### config.mk
export PLATFORM = sky130hd
export DESIGN_NAME = loo_cfg_regs
export DESIGN_NICKNAME = d
export VERILOG_FILES = /design/src/hdl/loo_pkg.sv /design/src/hdl/loo_cfg_regs.sv
export SDC_FILE = /design/constraint.sdc
export NUM_CORES = 1
export LEC_CHECK = 0
export BUFFER_PORTS_ARGS = -buffer_cell sky130_fd_sc_hd__buf_4
export CORE_ASPECT_RATIO = 0.8
export CORE_MARGIN = 3
export CORE_UTILIZATION = 30
export DETAILED_ROUTE_END_ITERATION = 7
export PLACE_DENSITY = 0.61
export SLEW_MARGIN = 10
export SYNTH_ARGS = -nofsm -noshare
export SYNTH_HDL_FRONTEND = slang
export SYNTH_SLANG_ARGS = --single-unit
### constraint.sdc
create_clock -name clk -period 3.8 [get_ports clk]
set_input_delay 0.57 -clock clk [delete_from_list [all_inputs] [get_ports clk]]
set_output_delay 0.57 -clock clk [all_outputs]
set_load 0.005 [all_outputs]
### src/hdl/loo_pkg.sv
// ----------------------------------------------------------------------------
// Local orientational order package
// Shared types, register map, command codes and state encoding.
// ----------------------------------------------------------------------------
package loo_pkg;

    localparam int MAX_PARTICLES_DEF = 1024;
    localparam int CNT_W  = 11;
    localparam int SLOT_W = 10;
    localparam int ADDR_W = 5;
    localparam int DATA_W = 32;

    localparam logic [30:0] CUTOFF_RST = 31'd131072;
    localparam logic [15:0] THRESH_RST = 16'd13107;
    localparam logic [30:0] BOX_RST    = 31'd655360;

    typedef enum logic [1:0] {
        CMD_LOAD   = 2'd0,
        CMD_EVAL   = 2'd1,
        CMD_REPORT = 2'd2
    } cmd_t;

    typedef enum logic [2:0] {
        REG_CUTOFF = 3'd0,
        REG_THRESH = 3'd1,
        REG_BOX_X  = 3'd2,
        REG_BOX_Y  = 3'd3,
        REG_BOX_Z  = 3'd4,
        REG_COUNT  = 3'd5
    } reg_idx_t;

    typedef struct packed {
        logic [30:0]        cutoff_radius;
        logic signed [15:0] crystal_threshold;
        logic [30:0]        box_length_x;
        logic [30:0]        box_length_y;
        logic [30:0]        box_length_z;
        logic [CNT_W-1:0]   particle_count;
    } cfg_t;

    typedef enum logic [4:0] {
        S_IDLE, S_A_RD, S_NA0, S_NA1, S_NA2, S_NA3, S_CUT, S_CHK,
        S_WRAP1, S_WRAP2, S_FILT, S_SQY, S_SQZ, S_DIST, S_DOTY, S_DOTZ,
        S_NB0, S_NB1, S_NB2, S_NB3, S_DEN, S_RAT0, S_RAT, S_ACC, S_DIV, S_FIN
    } state_t;

endpackage

### src/hdl/loo_cfg_regs.sv
// ----------------------------------------------------------------------------
// Configuration registers
// APB-style register file holding cutoff, threshold, box and count.
// ----------------------------------------------------------------------------
module loo_cfg_regs
    import loo_pkg::*;
(
    input  logic              clk,
    input  logic              rst_n,
    input  logic              psel,
    input  logic              penable,
    input  logic              pwrite,
    input  logic [ADDR_W-1:0] paddr,
    input  logic [DATA_W-1:0] pwdata,
    output logic [DATA_W-1:0] prdata,
    output logic              pready,
    output cfg_t              cfg
);

    cfg_t cfg_reg;
    logic wr_en;

    assign pready = 1'b1;
    assign wr_en  = psel && penable && pwrite;
    assign cfg    = cfg_reg;

    always_ff @(posedge clk or negedge rst_n)
    begin
        if (!rst_n)
        begin
            cfg_reg.cutoff_radius     <= CUTOFF_RST;
            cfg_reg.crystal_threshold <= THRESH_RST;
            cfg_reg.box_length_x      <= BOX_RST;
            cfg_reg.box_length_y      <= BOX_RST;
            cfg_reg.box_length_z      <= BOX_RST;
            cfg_reg.particle_count    <= '0;
        end
        else if (wr_en)
        begin
            case (paddr[4:2])
                REG_CUTOFF: cfg_reg.cutoff_radius     <= pwdata[30:0];
                REG_THRESH: cfg_reg.crystal_threshold <= pwdata[15:0];
                REG_BOX_X:  cfg_reg.box_length_x      <= pwdata[30:0];
                REG_BOX_Y:  cfg_reg.box_length_y      <= pwdata[30:0];
                REG_BOX_Z:  cfg_reg.box_length_z      <= pwdata[30:0];
                REG_COUNT:  cfg_reg.particle_count    <= pwdata[CNT_W-1:0];
                default:    ;
            endcase
        end
    end

    always_comb
    begin
        case (paddr[4:2])
            REG_CUTOFF: prdata = {1'b0, cfg_reg.cutoff_radius};
            REG_THRESH: prdata = {{16{cfg_reg.crystal_threshold[15]}},
                                  cfg_reg.crystal_threshold};
            REG_BOX_X:  prdata = {1'b0, cfg_reg.box_length_x};
            REG_BOX_Y:  prdata = {1'b0, cfg_reg.box_length_y};
            REG_BOX_Z:  prdata = {1'b0, cfg_reg.box_length_z};
            REG_COUNT:  prdata = {{(DATA_W-CNT_W){1'b0}}, cfg_reg.particle_count};
            default:    prdata = '0;
        endcase
    end

endmodule

# == Yosys cells after proc, flatten, opt, wreduce, memory -nomap -nowiden ==
# Cells that the tools add are included.
# op_classes
eq_ne,5
muxes,1
reduce_logical,9
n_shift,0
n_lt_le_gt_ge,0
addsub,0
bitwise_logic,0
div_mod_pow,0
multipliers,0
# op_table
cell,count
one-hot mux 32 bit (6 select lines),1
AND reduction 2 bit,6
"equality test 3 x 2 -> 1 bit, second input constant",2
"equality test 3 bit, second input constant",2
"equality test 3 x 1 -> 1 bit, second input constant",1
zero test 3 bit,1
logical AND 1 bit,2
# word_totals
regBits,151
rom_bits,0
out_inout_bits,184
word_cells,21
n_memories,0
in_bits,42
ramBits,0
latchBits,0

# == Longest topological paths before layout ==
# logic_depth
ltp_word,3
depth_mapped,6
mapped_depth_nobuf,3

# == Worst setup path after synthesis ==
# Ideal clock, no wire load.
# synth_path
path_kind,input-to-output
start,in paddr[2]
end,out prdata[13]
path_stages,5
path_buffers,2
arrival_ns,1.397
slack_ns,1.833
t_required_ns,3.230
cell_sequence,buf_6 > buf_8 > mux2_2 > a22oi_1 > o22ai_1
# synth_via
elab_chain_len,2
word_cells_on_any_way,7
classes_between,eq/ne: 5; mux: 1; reduce/logical: 1
# synth_rtl
item,line,text
from (decl),loo_cfg_regs.sv:13,"input logic [ADDR_W-1:0] paddr,"
"equality test 3 bit, or another cell as far along",loo_cfg_regs.sv:54,case (paddr[4:2])
one-hot mux 32 bit (6 select lines) *,loo_cfg_regs.sv:54,
to (decl),loo_cfg_regs.sv:15,"output logic [DATA_W-1:0] prdata,"
# Every way passes the cells marked *; elsewhere a longest branch is shown, timed or not.

# == Final worst setup path ==
# layout_path
start,in paddr[4]
end,out prdata[2]
# The elaborated chain is that of the path after synthesis.

==> run summary <==
Max frequency: 0.3553 GHz
Worst slew pin tran: 797.3 ps
Routed len/inst: 20.31 um
Number of max-cap violations: 0
Standard-cell row count: 50
Pin count of the biggest net entering global routing: 84
WL final: 21.64 mm
IO Port Bufs: 221
CP Class: input port to output port
Fin crit period: 2815 ps
Grt total ovfl: 0
Synth Instances: 528
Antenna violations before repair: 0
Slew Limit Fails: 0
Via count: 5209
Status: completed
GPL Wtd Cong: 0.7479
Critical Path AT: 2240 ps
Die Y: 145.8 um
Clock root buffer: clkbuf_16
HP Class: input port to asynchronous set/reset pin
Syn Area/Cell: 13.88 um2
Die Wd: 180.7 um
CP max-delay cell: nand2b_1
IO Count: 226
Unrepaired setup endpoints after global routing: false
First-pass iteration count of the detailed router: 4
Die ar.: 0.02635 mm2
Worst setup EP type: output port
Total power: 5.142 mW
Total CTS buffers: 17
Ordered cell list for the critical path: buf_4 -> nand2b_1 -> buf_4 -> o22a_1 -> o21ai_0 -> buf_4
Fin Setup TNS: 0 ps
Worst slew margin: 0.4662
Most used flip-flop cell after synthesis: dfrtp_1
CP Launch Type: input port
HPWL after DPL: 14.87 mm
LEAKAGE: 4.638 nW
Hold slack: 155.9 ps
Placed Area: 0.009180 mm2
Multi-input combinational cell area: 0.003194 mm2
Post-cts sizing count: 0
Final worst slack: 985.2 ps
CTS tree: built
1st-iter DRT viols: 227
Core Box Area: 0.02371 mm2
Worst-skew pair later-pin latency: 410 ps
Layout Cells excl Fill: 1065
CP max FO: 43
Most frequent CP cell: buf_4
Synth Net Count: 570
Area share of the largest cell type after synthesis: 0.4645
Initial Utilization: 0.3090
Routed Antenna Nets: 0
Register area share after synthesis: 0.5183
Clock Tree Buf Depth: 2
EDFF count, synth: 0
First-pass GRT wire length: 33.48 mm
Placed cell count: 1033
Warnings, synthesis: 0
Hold buffer count at CTS: 0
PD cells: 527.1 mW/mm2
Clock transition at path regs: 60 ps
Area leader, netlist: dfrtp_1
Via/cell ratio: 4.891
Worst Skew: 0 ps
Final core occ: 0.4115
Post-CTS setup buffer count: 0
Number of diodes: 0
Ys async rst share: 1.000
Final setup violation count: 0
Post-synthesis instance area: 0.007327 mm2
Fillcell total: 2302
Cell variety after synth: 42
Synth-to-Final Area Change: 33.15%
Design Area, Final: 0.009756 mm2
CTS Sinks: 151
Max H-tree Level: 4
Nets: 782
Synth top area cells: dfrtp_1 (46%), mux2_2 (19%), mux2_1 (6.8%)
CP max stage delay: 580 ps
Tcrit/Tclk final: 0.7407
Worst slack, placed: 902.9 ps
WL met3: 1.186 mm
Share of layout cells above drive strength 1: 0.5418
Post-synthesis register bit count: 151
Number of global-route vias before repair: 5338
Top sig layer: met4
Tot GR Track Use: 0.1612
Max VDD drop: 302.6 uV
DRC viols: 0
Met2 wire length: 9.835 mm
Flip-flop and latch area: 0.003797 mm2
Wire length on met1: 10.40 mm
Req. time, crit path: 3230 ps
Final Hold Viols: 0
Max FFs per register: 151
==> where the power goes <==
part	switching (mW)	internal (mW)
sequential	0.280	1.95
combinational	0.473	0.792
clock	0.704	0.946
==> placed cells by master (no fill, tap or decap), types with 12 or more instances in the layout <==
cell type  count
buf_4        229
dfrtp_1      136
mux2_2       121
mux2i_1       44
mux2_1        44
o21ai_0       17
clkbuf_16     17
dfstp_2       15
nand3b_1      12
o2bb2ai_1     12
==> critical path: cells and delay by family <==
family	cells	cell delay [ps]
AO/OA/AOI/OAI	2	230
buffers and inverters	3	820
AND/OR/NAND/NOR	1	580
==> kinds of logic (layout without fill, tap and decap cells) <==
kind of cell,Yosys count,in the layout,synth area share
muxes,209,209,0.3137
and+or+nand+nor,55,55,0.05499
AOI/OAI and AO/OA,70,70,0.06609
DFF,151,151,0.5183
buffers and inverters,42,267,0.04645
other,1,1,0.0005118
==> final cells by class <==
class	count	share of cell area
Sequential cell	151	0.3893
Clock buffer	20	0.04681
Inverter	2	0.0007695
Timing Repair Buffer	233	0.1835
Tap cell	312	0.04002
Clock inverter	12	0.01218
Multi-Input combinational cell	335	0.3274
==> Yosys cell counts (3+ instances only) <==
master / n
mux2i_1: 44
clkbuf_1: 3
buf_6: 18
a22oi_1: 7
dfstp_2: 15
mux2_2: 121
nand3b_1: 12
a221oi_1: 3
o21ai_0: 17
o2bb2ai_1: 12
nor4bb_1: 3
nand2b_1: 3
nor2b_1: 5
nand2_1: 9
buf_2: 11
dfrtp_1: 136
a21oi_1: 7
buf_4: 6
o22ai_1: 6
nor3b_1: 3
nor2_1: 9
mux2_1: 44
a31oi_1: 5
o211ai_1: 3
==> path summary, 6_finish.rpt <==
kind	from	endpoint	slack (ps)	depth (start not counted)
worst max-delay path	paddr[4]	prdata[2]	990	6
worst min-delay path	rst_n	cfg[139]	160	1
worst max register to register	cfg[119]	cfg[119]	2610	1
worst min register to register	cfg[121]	cfg[121]	510	1
max in group asynchronous	rst_n	cfg[108]	2740	2
min in group clk	pwdata[29]	cfg[149]	390	2
==> layer usage <==
metal | GRT usage | vias to the layer above
met1 | 0.2305 | 2679
met5 | 0 | -
met4 | 0.03721 | 0
li1 | - | 2373
met2 | 0.2470 | 142
met3 | 0.03998 | 15
(Power assumes the default switching activity.)
