===== config.mk =====
export PLATFORM = sky130hd
export DESIGN_NAME = loo_mul
export DESIGN_NICKNAME = d
export VERILOG_FILES = /design/src/hdl/loo_pkg.sv /design/src/hdl/loo_mul.sv
export SDC_FILE = /design/constraint.sdc
export NUM_CORES = 2
export LEC_CHECK = 0
export ABC_AREA = 1
export BUFFER_PORTS_ARGS = -buffer_cell sky130_fd_sc_hd__buf_2
export CAP_MARGIN = 25
export CORE_MARGIN = 10
export CORE_UTILIZATION = 45
export CTS_BUF_LIST = sky130_fd_sc_hd__clkbuf_8
export CTS_CLUSTER_DIAMETER = 80
export DETAILED_ROUTE_END_ITERATION = 8
export HOLD_SLACK_MARGIN = 0.06
export SYNTH_ARGS = -nofsm -noshare
export SYNTH_HDL_FRONTEND = slang
export SYNTH_SLANG_ARGS = --single-unit
export TNS_END_PERCENT = 100

===== constraint.sdc =====
create_clock -name clk -period 10.4 [get_ports clk]
set_input_delay 1.04 -clock clk [delete_from_list [all_inputs] [get_ports clk]]
set_output_delay 1.04 -clock clk [all_outputs]
set_load 0.05 [all_outputs]

===== src/hdl/loo_pkg.sv =====
// ----------------------------------------------------------------------------
// Local orientational order package
// Shared types, register map, command codes and state encoding.
// ----------------------------------------------------------------------------
package loo_pkg;

    localparam int MAX_PARTICLES_DEF = 1024;
    localparam int CNT_W  = 11;
    localparam int SLOT_W = 10;
    localparam int ADDR_W = 5;
    localparam int DATA_W = 32;

    localparam logic [30:0] CUTOFF_RST = 31'd131072;
    localparam logic [15:0] THRESH_RST = 16'd13107;
    localparam logic [30:0] BOX_RST    = 31'd655360;

    typedef enum logic [1:0] {
        CMD_LOAD   = 2'd0,
        CMD_EVAL   = 2'd1,
        CMD_REPORT = 2'd2
    } cmd_t;

    typedef enum logic [2:0] {
        REG_CUTOFF = 3'd0,
        REG_THRESH = 3'd1,
        REG_BOX_X  = 3'd2,
        REG_BOX_Y  = 3'd3,
        REG_BOX_Z  = 3'd4,
        REG_COUNT  = 3'd5
    } reg_idx_t;

    typedef struct packed {
        logic [30:0]        cutoff_radius;
        logic signed [15:0] crystal_threshold;
        logic [30:0]        box_length_x;
        logic [30:0]        box_length_y;
        logic [30:0]        box_length_z;
        logic [CNT_W-1:0]   particle_count;
    } cfg_t;

    typedef enum logic [4:0] {
        S_IDLE, S_A_RD, S_NA0, S_NA1, S_NA2, S_NA3, S_CUT, S_CHK,
        S_WRAP1, S_WRAP2, S_FILT, S_SQY, S_SQZ, S_DIST, S_DOTY, S_DOTZ,
        S_NB0, S_NB1, S_NB2, S_NB3, S_DEN, S_RAT0, S_RAT, S_ACC, S_DIV, S_FIN
    } state_t;

endpackage


===== src/hdl/loo_mul.sv =====
// ----------------------------------------------------------------------------
// Shared multiplier
// Registered 33 by 33 bit signed multiplier used for every product.
// ----------------------------------------------------------------------------
module loo_mul
    import loo_pkg::*;
(
    input  logic               clk,
    input  logic signed [32:0] a,
    input  logic signed [32:0] b,
    output logic signed [65:0] p
);

    logic signed [65:0] p_reg;

    always_ff @(posedge clk)
    begin
        p_reg <= a * b;
    end

    assign p = p_reg;

endmodule


-- Word level (Yosys, flattened, before mapping)
Index checks and enable logic that the tools add are counted.
- bits in registers: 66
- input bits: 67
- output and inout port bits: 66
- $mul: 1
- operator list (operator ; count):
    $mul 33x33->66 ; 1

-- Depth between registers and ports, before layout
- depth after elaboration: 1
- depth in mapped cells: 34

-- Worst setup path after synthesis
OpenSTA, ideal clock, no wires.
- kind: input-to-reg
- start: input a[32]
- end: register p_reg[60] (netlist: p[60])
- setup time: 113 ps
- arrival: 7683 ps
- setup slack: 2604 ps
- stages: 23
- cells stage by stage: clkbuf_1 -> clkbuf_1 -> nand2_1 -> inv_1 -> fa_1 -> fa_1 -> fa_1 -> fa_1 -> inv_1 -> fa_1 -> fa_1 -> fa_1 -> fa_1 -> inv_1 -> ha_1 -> nand2_1 -> nor2_1 -> inv_1 -> nor3_1 -> nand2_1 -> and2_0 -> nand4_1 -> nand2_1
- longest elaborated chain between the ends: 1
- RTL lines (what ; line ; RTL):
    start: declaration ; loo_mul.sv:9 ; input logic signed [32:0] a,
    $mul 33x33->66 ; loo_mul.sv:18 ; p_reg <= a * b;
    end signal: assignment ; loo_mul.sv:18 ;
    end: declaration ; loo_mul.sv:14 ; logic signed [65:0] p_reg;
Every way passes these cells.

-- Worst setup path after layout
- start: input a[32]
- end: register p_reg[63] (netlist: p[63])
The elaborated chain is that of the path after synthesis.

==> out/results.md <==
| Quantity | Reported |
|:---|:---|
| Synth Cell Area | 0.0432 sq mm |
| Max Clock Freq | 119 MHz |
| Ranking of synthesized cells by area | sky130_fd_sc_hd__fa_1 (53%), sky130_fd_sc_hd__inv_1 (16%), sky130_fd_sc_hd__nand2_1 (13%), sky130_fd_sc_hd__ha_1 (6.3%), sky130_fd_sc_hd__dfxtp_1 (3.1%) |
| # rows | 113 |
| Post-Route WL | 120000 um |
| Hold-critical path depth | 3 |
| Post-CTS setup repair buffer count | 0 |
| Final setup viols | 0 |
| Setup repair after global routing missed its margin | no |
| Number of cells produced by synthesis | 5543 |
| Clock tree root driver cell | sky130_fd_sc_hd__clkbuf_8 |
| Worst setup EP type | flop |
| Number of antenna violations at the first check in global routing | 10 |
| H-tree depth | 3 |
| Critical path startpoint category | input port |
| Primary flip-flop cell chosen by synthesis mapping | sky130_fd_sc_hd__dfxtp_1 |
| Post-layout util | 47.1% |
| Top cell type by total area after synthesis | sky130_fd_sc_hd__fa_1 |
| Max reg flops | 66 |
| Worst Hold Margin | 1.36 ns |
| Post-cts hold buffer count | 0 |
| Nets in the synthesized netlist | 6972 |
| Global-route wire length before repair | 198000 um |
| Post-route clock period utilization | 80.8% |
| Maximum fanout encountered on the critical timing path | 33 |
| Number of vias after detailed routing | 32300 |
| Launch point of the worst hold path | b[0] |
| Via count of the first global-routing pass | 36200 |
| Remaining antenna violation count after routing | 0 |
| Via density per instance | 4.81 |
| Routed length per placed instance | 17.8 um |
| Setup TNS after final layout | 0 ns |
| Minimum clock period after layout | 8.41 ns |
| Actual transition at the worst max-transition pin | 1.04 ns |
| Post-route cell area | 0.0448 sq mm |
| Final max-slew violation count | 0 |
| Endpoint of the worst hold-timing path | p[0] |
| Dpl cell area | 0.0446 sq mm |
| Remaining design rule violation count | 0 |
| Number of enable flip-flop cells after synthesis | 0 |
| Category of the most critical setup path | input port to flop |
| Average cell area after synthesis | 7.79 sq um |
| Count of unique library cells instantiated by Yosys | 35 |
| Num ports | 133 |
| Arrival time of the worst setup path | 8.67 ns |
| Number of flip-flops and latches in the synthesized netlist | 66 |
| Cts bufs inserted | 9 |
| Number of maximum-capacitance violations | 0 |
| TritonCTS clock tree | built |
| Width of the die | 330 um |
| Vert. Die Dim | 330 um |
| Initial Utilization | 45.4% |
| Maximum clock insertion buffer count | 2 |
| Remaining global-route overflow | 0 |
| Sinks on Clock Net | 66 |
| Port Buffer Count | 132 |
| Number of DRC violations after detailed-routing iteration 0 | 1904 |
| Total core area | 0.0952 sq mm |
| Number of gates given a new drive strength after cts | 0 |
| Path category of the worst min-delay check | input port to flop |
| P&R area growth vs syn | 3.74% |
| Portion of the post-synthesis area used by sequential elements | 3.06% |
| Post-detail-place hpwl | 102000 um |
| Run status | finished, final reports clean |
| Clock transition at the register clock pins on the worst setup and hold paths after CTS | 0.07 ns |
| Largest net degree at the start of global routing | 35 |
| Layout cells sized above 1 | 4.10% |
| Die outline area | 0.109 sq mm |
| Placer congestion estimate | 0.940 |
| Post-synth ARST share | 0% |
| Worst max-slew margin expressed relative to the limit | 30.4% |
| Portion of synthesized cell area occupied by the leading cell type | 53.1% |
| Number of search-and-repair iterations in the first detailed-routing pass | 5 |
| CP required | 10.67 ns |
| Final count of hold timing violations | 0 |
| Synth Warn # | 0 |
| Total Routing Usage GR | 23.0% |
| Final nets | 6869 |
## worst max-delay path, stage by stage
cell and delay (ns):
sky130_fd_sc_hd__buf_2 0.54, sky130_fd_sc_hd__nand2_1 0.18, sky130_fd_sc_hd__inv_1 0.18, sky130_fd_sc_hd__fa_1 0.49
sky130_fd_sc_hd__fa_1 0.62, sky130_fd_sc_hd__fa_1 0.67, sky130_fd_sc_hd__fa_1 1.23, sky130_fd_sc_hd__fa_1 0.58
sky130_fd_sc_hd__fa_1 0.51, sky130_fd_sc_hd__fa_1 0.49, sky130_fd_sc_hd__inv_1 0.05, sky130_fd_sc_hd__fa_1 0.47
sky130_fd_sc_hd__inv_1 0.04, sky130_fd_sc_hd__ha_1 0.41, sky130_fd_sc_hd__nand2_1 0.13, sky130_fd_sc_hd__nor2_1 0.25
sky130_fd_sc_hd__nand2_1 0.18, sky130_fd_sc_hd__nor4_1 0.31, sky130_fd_sc_hd__nand2_1 0.12, sky130_fd_sc_hd__nand3_1 0.09
sky130_fd_sc_hd__nand2_1 0.05
## synthesized netlist by cell type, drive strengths merged, types with 4 or more instances
library cell  instances
nand3                78
o21ai                23
nor3                  8
a21oi                65
nand4                19
xnor2                 4
nand2              1534
dfxtp                66
nor4                  5
o21bai               14
nor2                154
clkbuf              262
xor2                 37
or2                   6
ha                  217
inv                1895
fa                 1145
## metal layers
metal  track usage [%]  wire (um)
met4              6.61       3920
met1              28.5      48000
met5                 0         90
met3              2.55       6210
met2              41.9      61600
## cell families after synthesis
family	share of synthesized area, %
AOI/OAI and AO/OA	1.38
xor gates and xnor gates	0.832
adders and majority gates	59.4
buffers and inverters	18.8
DFF	3.06
and+or+nand+nor	16.6
## through the flow
stage / setup slack [ns] / cells
3_5_place_dp: 1.53 / 6694
4_1_cts: 1.90 / 6709
2_1_floorplan: 2.60 / 5543
6_report: 1.99 / 6713
3_3_place_gp: 1.65 / 6693
5_1_grt: 1.54 / 6711
## cells in the final DEF (no fill, tap or decap)
cell and instances:
sky130_fd_sc_hd__nand2_2 17, sky130_fd_sc_hd__xnor2_1 4, sky130_fd_sc_hd__inv_2 2, sky130_fd_sc_hd__clkbuf_8 9, sky130_fd_sc_hd__o21ai_2 1, sky130_fd_sc_hd__a21o_1 2, sky130_fd_sc_hd__o21bai_1 14, sky130_fd_sc_hd__inv_1 1896
sky130_fd_sc_hd__nor2_1 131, sky130_fd_sc_hd__buf_16 1, sky130_fd_sc_hd__and2_0 1, sky130_fd_sc_hd__bufinv_16 2, sky130_fd_sc_hd__xor2_1 37, sky130_fd_sc_hd__o21ai_0 19, sky130_fd_sc_hd__o21a_1 1, sky130_fd_sc_hd__nand3_1 70
sky130_fd_sc_hd__or2_2 5, sky130_fd_sc_hd__a21boi_0 1, sky130_fd_sc_hd__nand3_2 8, sky130_fd_sc_hd__nor2_2 20, sky130_fd_sc_hd__fa_1 1145, sky130_fd_sc_hd__a21oi_1 61, sky130_fd_sc_hd__ha_1 217, sky130_fd_sc_hd__nor3_1 7
sky130_fd_sc_hd__a21oi_2 4, sky130_fd_sc_hd__dfxtp_1 66, sky130_fd_sc_hd__nor4_1 4, sky130_fd_sc_hd__and2_1 2, sky130_fd_sc_hd__or2_1 1, sky130_fd_sc_hd__clkinv_2 1, sky130_fd_sc_hd__nor2_4 3, sky130_fd_sc_hd__buf_2 132
sky130_fd_sc_hd__buf_4 16, sky130_fd_sc_hd__nand2_1 1517, sky130_fd_sc_hd__nor4_2 1, sky130_fd_sc_hd__diode_2 4, sky130_fd_sc_hd__nand3b_1 3, sky130_fd_sc_hd__o21ai_1 3, sky130_fd_sc_hd__nor3_2 1, sky130_fd_sc_hd__nand4_1 19
## how the worst max path moves through the flow
stage / start / endpoint / slack [ns]
detailed placement: b[0] / p[63] / 1.53
floorplan: a[32] / p[60] / 2.60
CTS: b[0] / p[63] / 1.90
finish: a[32] / p[63] / 1.99
global route: a[32] / p[57] / 1.54
global placement: a[32] / p[63] / 1.65
## layout make-up
class | count | area (sq um)
fillers | 9568 | 50400
clock buffers | 9 | 124
diodes | 4 | 10.0
flip-flops and latches | 66 | 1320
clock inverters | 6 | 76.3
well taps | 1265 | 1580
inverters | 1895 | 7110
repair buffers | 149 | 808
multi-input cells | 3319 | 33800
Power is not shown: default switching activity piles up to over one toggle a cycle in this logic, so the estimate is an artifact.
